--- config.mk ---
export PLATFORM = sky130hd
export DESIGN_NAME = acl_permission_table_core_flat
export DESIGN_NICKNAME = d
export VERILOG_FILES = /design/src/rtl/acl_pkg.sv /design/src/rtl/acl_in_if.sv /design/src/rtl/acl_out_if.sv /design/src/rtl/acl_match.sv /design/src/rtl/acl_permission_table_core.sv /design/src/flat_wrapper.sv
export SDC_FILE = /design/constraint.sdc
export NUM_CORES = 1
export LEC_CHECK = 0
export BUFFER_PORTS_ARGS = -buffer_cell sky130_fd_sc_hd__buf_2
export CAP_MARGIN = 20
export CORE_MARGIN = 2
export CORE_UTILIZATION = 31
export DETAILED_ROUTE_END_ITERATION = 6
export PLACE_DENSITY = 0.54
export RECOVER_POWER = 100
export SYNTH_ARGS = -nofsm -noshare
export SYNTH_HDL_FRONTEND = slang
export SYNTH_HIERARCHICAL = 1
export SYNTH_SLANG_ARGS = --single-unit
--- constraint.sdc ---
create_clock -name clk -period 9.2 [get_ports clk]
set_input_delay 0.92 -clock clk [delete_from_list [all_inputs] [get_ports clk]]
set_output_delay 0.92 -clock clk [all_outputs]
set_load 0.05 [all_outputs]
--- src/rtl/acl_pkg.sv ---
// ----------------------------------------------------------------------------
// acl_pkg
// Shared types and constants of the access control list table.
// ----------------------------------------------------------------------------
package acl_pkg;

    localparam int MAX_ENTRIES  = 16;
    localparam int MAX_GROUPS   = 4;
    localparam int GROUP_FIELDS = 4;
    localparam int GROUP_LIMIT  = (MAX_GROUPS < GROUP_FIELDS) ? MAX_GROUPS : GROUP_FIELDS;

    localparam int ID_W     = 16;
    localparam int PERM_W   = 8;
    localparam int INDEX_W  = 4;
    localparam int GCOUNT_W = 3;
    localparam int HELD_W   = 5;

    localparam int ENTRY_AW = (MAX_ENTRIES > 1) ? $clog2(MAX_ENTRIES) : 1;
    localparam int CNT_W    = $clog2(MAX_ENTRIES + 1);
    localparam int WIDE_W   = CNT_W + INDEX_W + 1;

    typedef enum logic [1:0] {
        OP_CHECK  = 2'd0,
        OP_ADD    = 2'd1,
        OP_REMOVE = 2'd2,
        OP_CLEAR  = 2'd3
    } acl_op_t;

    typedef enum logic [1:0] {
        S_IDLE,
        S_WALK,
        S_SHIFT,
        S_DONE
    } acl_state_t;

    typedef struct packed {
        logic [1:0]          operation;
        logic [ID_W-1:0]     subject_id;
        logic                group_flag;
        logic                is_deny;
        logic [PERM_W-1:0]   perm_bits;
        logic [INDEX_W-1:0]  entry_index;
        logic [GCOUNT_W-1:0] group_count;
        logic [ID_W-1:0]     group_id_0;
        logic [ID_W-1:0]     group_id_1;
        logic [ID_W-1:0]     group_id_2;
        logic [ID_W-1:0]     group_id_3;
    } acl_in_t;

    typedef struct packed {
        logic              granted;
        logic              status;
        logic [HELD_W-1:0] entries_held;
    } acl_out_t;

    typedef struct packed {
        logic [PERM_W-1:0] perm;
        logic              deny;
        logic              group;
        logic [ID_W-1:0]   id;
    } acl_entry_t;

    typedef logic [GROUP_FIELDS-1:0][ID_W-1:0] acl_gids_t;

    typedef struct packed {
        logic [ID_W-1:0]     uid;
        acl_gids_t           gids;
        logic [GCOUNT_W-1:0] ngid;
    } acl_subject_t;

endpackage

--- src/rtl/acl_in_if.sv ---
// ----------------------------------------------------------------------------
// acl_in_if
// Request channel: valid, ready and one request beat.
// ----------------------------------------------------------------------------
interface acl_in_if;

    logic              valid;
    logic              ready;
    acl_pkg::acl_in_t  data;

    modport source (output valid, output data, input ready);
    modport sink   (input valid, input data, output ready);

endinterface

--- src/rtl/acl_out_if.sv ---
// ----------------------------------------------------------------------------
// acl_out_if
// Response channel: valid, ready and one response beat.
// ----------------------------------------------------------------------------
interface acl_out_if;

    logic              valid;
    logic              ready;
    acl_pkg::acl_out_t data;

    modport source (output valid, output data, input ready);
    modport sink   (input valid, input data, output ready);

endinterface

--- src/rtl/acl_match.sv ---
// ----------------------------------------------------------------------------
// acl_match
// Shared entry compare unit: tests one table entry against the checked
// user id or against the valid group ids.
// ----------------------------------------------------------------------------
module acl_match (
    input  acl_pkg::acl_entry_t   entry,
    input  acl_pkg::acl_subject_t subject,
    output logic                  hit
);
    import acl_pkg::*;

    logic grp_hit;

    always_comb
    begin
        grp_hit = 1'b0;
        for (int g = 0; g < GROUP_FIELDS; g++)
        begin
            if ((GCOUNT_W'(g) < subject.ngid) && (entry.id == subject.gids[g]))
            begin
                grp_hit = 1'b1;
            end
        end
        hit = entry.group ? grp_hit : (entry.id == subject.uid);
    end

endmodule

--- src/rtl/acl_permission_table_core.sv ---
// ----------------------------------------------------------------------------
// acl_permission_table_core
// Access control list table with deny-overrides-allow checks.
// Check: the stored entries are walked from the request beat to the response,
//   one entry compared per cycle by the shared match unit.
// Remove: the entries above the index move down, one entry moved per cycle.
// Add, clear, rejected ops: go straight to the response state. One request at a time.
// Reset clears the entry count and the sequencer; no clearing pass.
// ----------------------------------------------------------------------------
module acl_permission_table_core (
    input  logic clk,
    input  logic rst_n,
    acl_in_if.sink    request,
    acl_out_if.source response
);
    import acl_pkg::*;

    acl_state_t            state_reg, state_next;
    logic [CNT_W-1:0]      count_reg, count_next;
    logic [ENTRY_AW-1:0]   idx_reg, idx_next;
    logic [PERM_W-1:0]     allow_reg, allow_next;
    logic [PERM_W-1:0]     deny_reg, deny_next;
    logic [PERM_W-1:0]     req_reg, req_next;
    acl_subject_t          subj_reg, subj_next;
    logic                  check_reg, check_next;
    logic                  status_reg, status_next;
    logic                  out_valid_reg, out_valid_next;
    acl_out_t              out_data_reg, out_data_next;

    acl_entry_t            table_mem [MAX_ENTRIES];
    logic                  wr_en;
    logic [ENTRY_AW-1:0]   wr_addr;
    acl_entry_t            wr_data;
    logic [ENTRY_AW-1:0]   rd_addr;
    acl_entry_t            rd_entry_reg;
    logic                  hit;
    logic [GCOUNT_W-1:0]   ngid_clamped;
    logic                  last_idx;
    logic                  load_out;

    assign rd_addr  = (state_next == S_SHIFT) ? ENTRY_AW'(idx_next + 1'b1) : idx_next;
    assign last_idx = (WIDE_W'(idx_reg) + WIDE_W'(1)) >= WIDE_W'(count_reg);
    assign load_out = (state_reg == S_DONE) && (!out_valid_reg || response.ready);

    assign ngid_clamped = (request.data.group_count > GCOUNT_W'(GROUP_LIMIT))
                        ? GCOUNT_W'(GROUP_LIMIT) : request.data.group_count;

    acl_match u_match (
        .entry   (rd_entry_reg),
        .subject (subj_reg),
        .hit     (hit)
    );

    assign request.ready  = (state_reg == S_IDLE);
    assign response.valid = out_valid_reg;
    assign response.data  = out_data_reg;

    always_ff @(posedge clk)
    begin
        if (wr_en)
        begin
            table_mem[wr_addr] <= wr_data;
        end
        rd_entry_reg <= table_mem[rd_addr];
    end

    always_ff @(posedge clk or negedge rst_n)
    begin
        if (!rst_n)
        begin
            state_reg     <= S_IDLE;
            count_reg     <= '0;
            out_valid_reg <= 1'b0;
        end
        else
        begin
            state_reg     <= state_next;
            count_reg     <= count_next;
            out_valid_reg <= out_valid_next;
        end
    end

    always_ff @(posedge clk)
    begin
        idx_reg      <= idx_next;
        allow_reg    <= allow_next;
        deny_reg     <= deny_next;
        req_reg      <= req_next;
        subj_reg     <= subj_next;
        check_reg    <= check_next;
        status_reg   <= status_next;
        out_data_reg <= out_data_next;
    end

    always_comb
    begin
        state_next     = state_reg;
        count_next     = count_reg;
        idx_next       = idx_reg;
        allow_next     = allow_reg;
        deny_next      = deny_reg;
        req_next       = req_reg;
        subj_next      = subj_reg;
        check_next     = check_reg;
        status_next    = status_reg;
        out_data_next  = out_data_reg;
        out_valid_next = out_valid_reg && !response.ready;
        wr_en          = 1'b0;
        wr_addr        = ENTRY_AW'(count_reg);
        wr_data        = rd_entry_reg;

        case (state_reg)
            S_IDLE:
            begin
                if (request.valid)
                begin
                    check_next  = 1'b0;
                    status_next = 1'b0;
                    idx_next    = '0;
                    allow_next  = '0;
                    deny_next   = '0;
                    req_next    = request.data.perm_bits;
                    subj_next.uid  = request.data.subject_id;
                    subj_next.gids = {request.data.group_id_3, request.data.group_id_2,
                                      request.data.group_id_1, request.data.group_id_0};
                    subj_next.ngid = ngid_clamped;
                    state_next  = S_DONE;
                    case (acl_op_t'(request.data.operation))
                        OP_CHECK:
                        begin
                            check_next = 1'b1;
                            if (count_reg == '0)
                            begin
                                allow_next = '1;
                            end
                            else
                            begin
                                state_next = S_WALK;
                            end
                        end
                        OP_ADD:
                        begin
                            if (count_reg >= CNT_W'(MAX_ENTRIES))
                            begin
                                status_next = 1'b1;
                            end
                            else
                            begin
                                wr_en        = 1'b1;
                                wr_data.id    = request.data.subject_id;
                                wr_data.group = request.data.group_flag;
                                wr_data.deny  = request.data.is_deny;
                                wr_data.perm  = request.data.perm_bits;
                                count_next   = count_reg + 1'b1;
                            end
                        end
                        OP_REMOVE:
                        begin
                            if (WIDE_W'(request.data.entry_index) >= WIDE_W'(count_reg))
                            begin
                                status_next = 1'b1;
                            end
                            else
                            begin
                                idx_next   = ENTRY_AW'(request.data.entry_index);
                                state_next = S_SHIFT;
                            end
                        end
                        default:
                        begin
                            count_next = '0;
                        end
                    endcase
                end
            end
            S_WALK:
            begin
                if (hit)
                begin
                    if (rd_entry_reg.deny)
                    begin
                        deny_next = deny_reg | rd_entry_reg.perm;
                    end
                    else
                    begin
                        allow_next = allow_reg | rd_entry_reg.perm;
                    end
                end
                idx_next = ENTRY_AW'(idx_reg + 1'b1);
                if (last_idx)
                begin
                    state_next = S_DONE;
                end
            end
            S_SHIFT:
            begin
                if (last_idx)
                begin
                    count_next = count_reg - 1'b1;
                    state_next = S_DONE;
                end
                else
                begin
                    wr_en    = 1'b1;
                    wr_addr  = idx_reg;
                    wr_data  = rd_entry_reg;
                    idx_next = ENTRY_AW'(idx_reg + 1'b1);
                end
            end
            S_DONE:
            begin
                if (load_out)
                begin
                    out_valid_next             = 1'b1;
                    out_data_next.granted      = check_reg &&
                                                 ((allow_reg & ~deny_reg & req_reg) == req_reg);
                    out_data_next.status       = status_reg;
                    out_data_next.entries_held = HELD_W'(count_reg);
                    state_next                 = S_IDLE;
                end
            end
            default:
            begin
                state_next = S_IDLE;
            end
        endcase
    end

    a_count_bound: assert property (@(posedge clk) disable iff (!rst_n)
        count_reg <= CNT_W'(MAX_ENTRIES))
        else $error("entry count beyond table depth");

    a_walk_in_range: assert property (@(posedge clk) disable iff (!rst_n)
        (state_reg == S_WALK) |-> (WIDE_W'(idx_reg) < WIDE_W'(count_reg)))
        else $error("walk index beyond entry count");

    a_done_loads: assert property (@(posedge clk) disable iff (!rst_n)
        load_out |=> (out_valid_reg && (state_reg == S_IDLE)))
        else $error("finished request not presented");

endmodule

--- src/flat_wrapper.sv ---
// flat-port wrapper written by rule: the top's interface ports become plain ports
module acl_permission_table_core_flat import acl_pkg::*;
  (clk, rst_n, request_valid, request_data, request_ready, response_valid, response_data, response_ready);
  acl_in_if request_i ();
  acl_out_if response_i ();
  input  logic clk;
  input  logic rst_n;
  input wire logic [$bits(request_i.valid)-1:0] request_valid;
  input wire logic [$bits(request_i.data)-1:0] request_data;
  output wire logic [$bits(request_i.ready)-1:0] request_ready;
  output wire logic [$bits(response_i.valid)-1:0] response_valid;
  output wire logic [$bits(response_i.data)-1:0] response_data;
  input wire logic [$bits(response_i.ready)-1:0] response_ready;
  assign request_i.valid = request_valid;
  assign request_i.data = request_data;
  assign request_ready = request_i.ready;
  assign response_valid = response_i.valid;
  assign response_data = response_i.data;
  assign response_i.ready = response_ready;
  acl_permission_table_core u_core (.clk(clk), .rst_n(rst_n), .request(request_i), .response(response_i));
endmodule
==> qor.yml, run 1 <==
synthesis:
  synth-seq-area-share_pct: 75.29
  yosys.area.top_type: "edfxtp_1"
  synth_flop_cell: "edfxtp_1"
  async_flop_share_pct: 1.404
  syn_inst: 1394
  synth_top_area_share_pct: 71.70
  netlist-cell-type-count: 56
  synth.most_common_cell: "edfxtp_1"
  synth_fp_nets: 1517
  synth_seq_cells: 570
  yosysWarnings: 6
  synth_common_cells: "532 x edfxtp_1, 205 x o22ai_1, 111 x nor4_1"
  synth_area_sq_mm: 0.02228
  syn_avg_cell_area_sq_um: 15.98
  netlist_top_cells_area: "edfxtp_1 72%, o22ai_1 5.8%, nor4_1 3.1%, dfxtp_1 2.7%, xor2_1 2.0%"
  synth_edf_count: 532
floorplanning:
  fp.dieH_um: 272.1
  row_count: 98
  die_area_sq_mm: 0.07404
  io_pins: 112
  start_util_pct: 31.22
  core_area_sq_mm: 0.07136
  die_x_um: 272.1
sta:
  slew_violations: 513
  max_slew_margin_pct: -99.73
  finalCriticalPeriod_ps: 6912
  rsz0062_at_grt: "no"
  finalSetupViolations: 0
  hold_viol: 0
  worst_slack_ps: 2288
  tns_ps: 0
  worstMarginPinSlew_ps: 2985
  post-route-period-util_pct: 75.13
  holdWs_ps: 287.2
  fmax_mhz: 144.7
  clock_skew_ps: 25.36
cts:
  htree_levels: 2
  clkSinkCount: 570
  clk_pin_slew_ps: 70
  insertion_delay_ps: 600
  postCtsHoldBufs: 0
  cts.path.max_buffers: 3
  root_buffer: "clkbuf_16"
  cts_tree: "yes"
  postCtsSetupBuffers: 0
  cts_buffers: 54
  cts_resized: 0
cells_and_area:
  regArea_sq_mm: 0.01678
  layout.nets: 1605
  instances_no_fill: 2477
  drive_gt1_share_pct: 12.38
  multi_input_area_sq_mm: 0.005052
  diodes: 0
  fill_cells: 6778
  areaGrowthSynthToFinish_pct: 14.38
  largest_reg_flops: 416
route:
  avgViaCountPerCell: 5.317
  antenna_left: 0
  drc_errors: 0
  drt-pass1-iter-count: 7
  via_count: 13170
  drtIter0Drc: 1355
  avgRoutedWirePerCell_um: 24.47
  routed_wl_um: 60620
critical_path:
  end_kind: "flip-flop"
  worstPathRequired_ps: 9330
  arrival_ps: 7040
  critical_path_class: "reg2reg"
  critical_path.cell_chain: "inv_1, ha_1, and2_4, nand3_1, nor4_1, a31oi_1, nor2_1"
  cp_slowest_cell: "nor2_1"
  cp-start-kind: "flip-flop"
  path_max_fanout: 54
  slowest_delay_ps: 2250
grt:
  grt_max_degree: 77
  grt_pass1_vias: 12760
  gr-total-overflow: 0
  antenna_found_initial: 10
  globalRouteTotalUtil_pct: 15.92
  grt_pass1_wl_um: 87930
worst_hold_path:
  hp-class: "in2async"
place:
  place_hpwl_um: 37020
  gp_congestion: 0.8018
  dp_cells: 2374
  port-buffer-count: 111
  dp_worst_setup_slack_ps: 3204
power:
  vdd_ir_drop_max_uv: 398.3
  power_density_mw_per_mm2: 417.8
  total_leakage_power_nw: 8.092
run_status:
  status: "complete, but fails checks"
  violations: "capacitance limit, slew limit"
run:
  maxCapViolations: 19
-- per-layer routing --
metal / GRT usage (%) / vias to the layer above / part of all wire, % / wire, um
li1: - / 5829 / - / -
met1: 23.79 / 6812 / 45 / 27270
met2: 23.84 / 461 / 46 / 27680
met3: 2.883 / 67 / 7.3 / 4439
met4: 4.092 / 0 / 2.0 / 1233
met5: 0 / - / 0 / 0
-- final cells by class --
cell class	count	area share, %
Tap cell	950	4.664
Clock buffer	80	6.005
Inverter	21	0.3093
Multi-Input combinational cell	710	19.83
Sequential cell	570	65.83
Timing Repair Buffer	125	2.371
Clock inverter	21	0.9967
-- report_power, final --
part,total (mW),internal (mW),switching [mW],leakage (nW)
Combinational,4.53,1.39,3.14,2.05
Sequential,3.88,3.56,0.313,5.17
Clock,2.24,1.30,0.946,0.870
Total,10.6,6.25,4.40,8.09
-- worst paths after layout --
path                                startpoint                       to  slack, ps  depth (start not counted)
max in group asynchronous                rst_n      u_core/count_reg[1]       8540                          1
min                                      rst_n    u_core/response.valid        290                          1
max reg2reg                u_core/state_reg[0]  u_core/table_mem[4][12]       2290                          7
min in group clk             u_core/status_reg  u_core/response.data[5]        430                          0
min reg2reg                  u_core/status_reg  u_core/response.data[5]        430                          0
max                        u_core/state_reg[0]  u_core/table_mem[4][12]       2290                          7
-- logic make-up after synthesis --
family                     count (synthesis)  share of synthesized area [%]
AOI/OAI and AO/OA                        295                          8.485
DFF                                      570                          75.29
adders and majority gates                 20                          1.123
and+or+nand+nor                          257                          6.862
muxes                                     52                          2.538
xor gates and xnor gates                  86                          3.414
buffers and inverters                    114                          2.285
-- placed cells by master (no fill, tap or decap), types with 14 or more instances in the layout --
cell type | synthesis | final
nor4_1 | 111 | 112
xnor2_1 | 35 | 33
mux2_1 | 0 | 26
clkbuf_1 | 58 | 55
clkbuf_16 | 0 | 55
ha_1 | 20 | 20
or4_1 | 24 | 24
a21oi_1 | 16 | 16
nor2_1 | 28 | 29
o21ai_0 | 22 | 24
nand3_1 | 15 | 15
inv_1 | 21 | 21
nand2_1 | 26 | 27
buf_2 | 29 | 78
dfxtp_1 | 30 | 30
edfxtp_1 | 532 | 532
o22ai_1 | 205 | 205
mux2i_1 | 16 | 14
xor2_1 | 50 | 48
-- per-stage QoR --
stage / utilization (%) / area, sq um / total power, mW
final: 35.71 / 25480 / 10.65
after floorplan: - / 22280 / 6.858
after CTS: 35.99 / 25690 / 10.74
after global routing: 35.71 / 25480 / 11.17
after detailed placement: 33.49 / 23900 / 8.481
after global placement: 33.49 / 23900 / 8.405
-- critical path: cells and delay by family, from the launching register on --
family | cells | cell delay (ps)
flip-flops | 1 | 420
AND/OR/NAND/NOR | 4 | 5320
buffers and inverters | 1 | 90
adder cells (fa/ha/maj) | 1 | 340
AO/OA/AOI/OAI | 1 | 230
Power figures use the tool's default switching activity.
==> inputs of run 2 (changes only) <==
- clock period: 9.2 -> 6.99 ns (I/O delays scaled with it)
==> qor.yml, run 2 (same netlist as run 1, synthesis figures left out) <==
cts:
  clkSinkCount: 570  # unchanged
  root_buffer: "clkbuf_16"
  cts.path.max_buffers: 3  # unchanged
  htree_levels: 2  # unchanged
  cts_tree: "yes"
  insertion_delay_ps: 580  # -20 ps
  cts_resized: 0  # unchanged
  postCtsHoldBufs: 1  # +1
  postCtsSetupBuffers: 0  # unchanged
  clk_pin_slew_ps: 70  # about the same
  cts_buffers: 54  # unchanged
sta:
  rsz0062_at_grt: "no"
  hold_viol: 0  # unchanged
  clock_skew_ps: 15.44  # -9.917 ps
  finalCriticalPeriod_ps: 5824  # -1087 ps
  tns_ps: 0  # unchanged
  finalSetupViolations: 0  # unchanged
  max_slew_margin_pct: -141.4  # -42 points
  worstMarginPinSlew_ps: 3621  # +635.7 ps
  slew_violations: 338  # -34%
  fmax_mhz: 171.7  # +19%
  post-route-period-util_pct: 83.32  # +8.2 points
cells_and_area:
  final_cell_mix: "532 x edfxtp_1, 205 x o22ai_1, 112 x nor4_1, 82 x buf_2, 55 x clkbuf_16"
  areaGrowthSynthToFinish_pct: 15.00
  drive_gt1_share_pct: 13.39  # +1.0 points
  largest_reg_flops: 416  # unchanged
  layout.nets: 1616  # +0.69%
  final_common_cell: "edfxtp_1"
place:
  gp_congestion: 0.8334  # +3.9%
  port-buffer-count: 111  # unchanged
  place_hpwl_um: 37360  # +0.91%
critical_path:
  critical_path_class: "reg2reg"
  reg2reg_from: "u_core/state_reg[0]"
  rrSetupSlack_ps: 1170  # -1120 ps
  cp-start-kind: "flip-flop"
  arrival_ps: 5960  # -1080 ps
  path_max_fanout: 40  # -26%
  end_kind: "flip-flop"
  slowest_delay_ps: 1940  # -310 ps
  r2r-end: "u_core/table_mem[1][8]"
  critical_path.cell_chain: "inv_1, ha_1, and2_4, nand3_1, clkbuf_1, nor4_1, a31oi_1, buf_4, nor2_1"
  cp_slowest_cell: "nor2_1"
  worstPathRequired_ps: 7130  # -2200 ps
  ff2ff_path_depth: 9  # +2
route:
  drt-pass1-iter-count: 5  # -2
  via_count: 13030  # -1.1%
  antenna_left: 0  # unchanged
  avgRoutedWirePerCell_um: 23.81  # -2.7%
  drtIter0Drc: 1206  # -11%
  drc_errors: 0  # unchanged
  avgViaCountPerCell: 5.232  # -1.6%
  routed_wl_um: 59290  # -2.2%
floorplanning:
  die_area_sq_mm: 0.07404  # unchanged
  die_x_um: 272.1  # unchanged
  start_util_pct: 31.22  # unchanged
  row_count: 98  # unchanged
  io_pins: 112  # unchanged
  fp.dieH_um: 272.1  # unchanged
  core_area_sq_mm: 0.07136  # unchanged
worst_hold_path:
  min_from: "request_data[59]"
  min_path_cells: 1
  hp-class: "in2reg"
  whs_endpoint: "u_core/subj_reg[14]"
grt:
  grt_pass1_vias: 12830  # +0.56%
  busiest_layer: "met2"
  grt_pass1_wl_um: 86400  # -1.7%
  grtUsageMet3_pct: 3.280  # +0.40 points
  grtUsageMet1_pct: 22.66  # -1.1 points
  use_met2_pct: 23.86  # about the same
  globalRouteTotalUtil_pct: 15.56  # -0.37 points
  gr-total-overflow: 0  # unchanged
  grt_max_degree: 64  # -17%
  antenna_found_initial: 3  # -7
run_status:
  status: "complete, but fails checks"
  violations: "capacitance limit, slew limit"
run:
  maxCapViolations: 11  # -8
run 2: cell count changes in the layout (fill, tap and decap cells not counted), moves of 2 or more:
cell,previous run,this run
buf_12,0,4
buf_2,78,82
clkbuf_1,55,51
clkbuf_8,6,0
clkinv_1,4,14
clkinv_2,7,9
clkinv_4,2,0
diode_2,0,2
inv_6,1,3
nor2_1,29,19
nor2_2,0,3
nor2_4,0,7
run 2: critical path: cells and delay by family, from the launching register on:
family	cells	cell delay [ps]
simple gates	4	3280
fa+ha+maj	1	340
compound gates	1	120
buf+inv	3	1180
flops	1	420
run 2: metrics by stage:
step / utilization [%] / instance area, sq um / instances / setup WS, ps / hold slack (ps)
2_1_floorplan: - / 22280 / 1394 / 2190 / 400.3
3_3_place_gp: 33.62 / 23990 / 2379 / 1954 / 412.9
3_5_place_dp: 33.62 / 23990 / 2379 / 1980 / 411.7
4_1_cts: 36.07 / 25740 / 2481 / 1945 / 259.5
5_1_grt: 35.90 / 25620 / 2488 / 820.8 / 269.7
6_report: 35.91 / 25620 / 2490 / 1166 / 287.6
run 2: worst max path at each step:
stage | startpoint | to | slack [ps] | cells after the start
after floorplan | u_core/state_reg[1] | u_core/rd_entry_reg[0] | 2190 | 17
after global placement | u_core/idx_reg[0] | u_core/rd_entry_reg[8] | 1950 | 15
after detailed placement | u_core/idx_reg[0] | u_core/rd_entry_reg[11] | 1980 | 15
after CTS | u_core/idx_reg[0] | u_core/rd_entry_reg[11] | 1940 | 15
after global routing | u_core/state_reg[0] | u_core/table_mem[2][1] | 820 | 9
final | u_core/state_reg[0] | u_core/table_mem[1][8] | 1170 | 9
run 2: layout make-up:
cell class	count	area [sq um]
inverters	21	78.83
clock inverters	34	319.1
flip-flops and latches	570	16780
fillers	6744	45740
multi-input cells	710	5116
diodes	2	5.005
clock buffers	67	1421
well taps	950	1189
repair buffers	136	719.4
run 2: per-layer routing:
| layer | up-vias | share of wire (%) |
|---|---|---|
| li1 | 5853 | - |
| met1 | 6700 | 45 |
| met2 | 412 | 46 |
| met3 | 62 | 7.2 |
| met4 | 0 | 1.7 |
| met5 | - | 0 |
Power of run 2 is not shown: default switching activity piles up to over one toggle a cycle in this logic, so the estimate is an artifact.
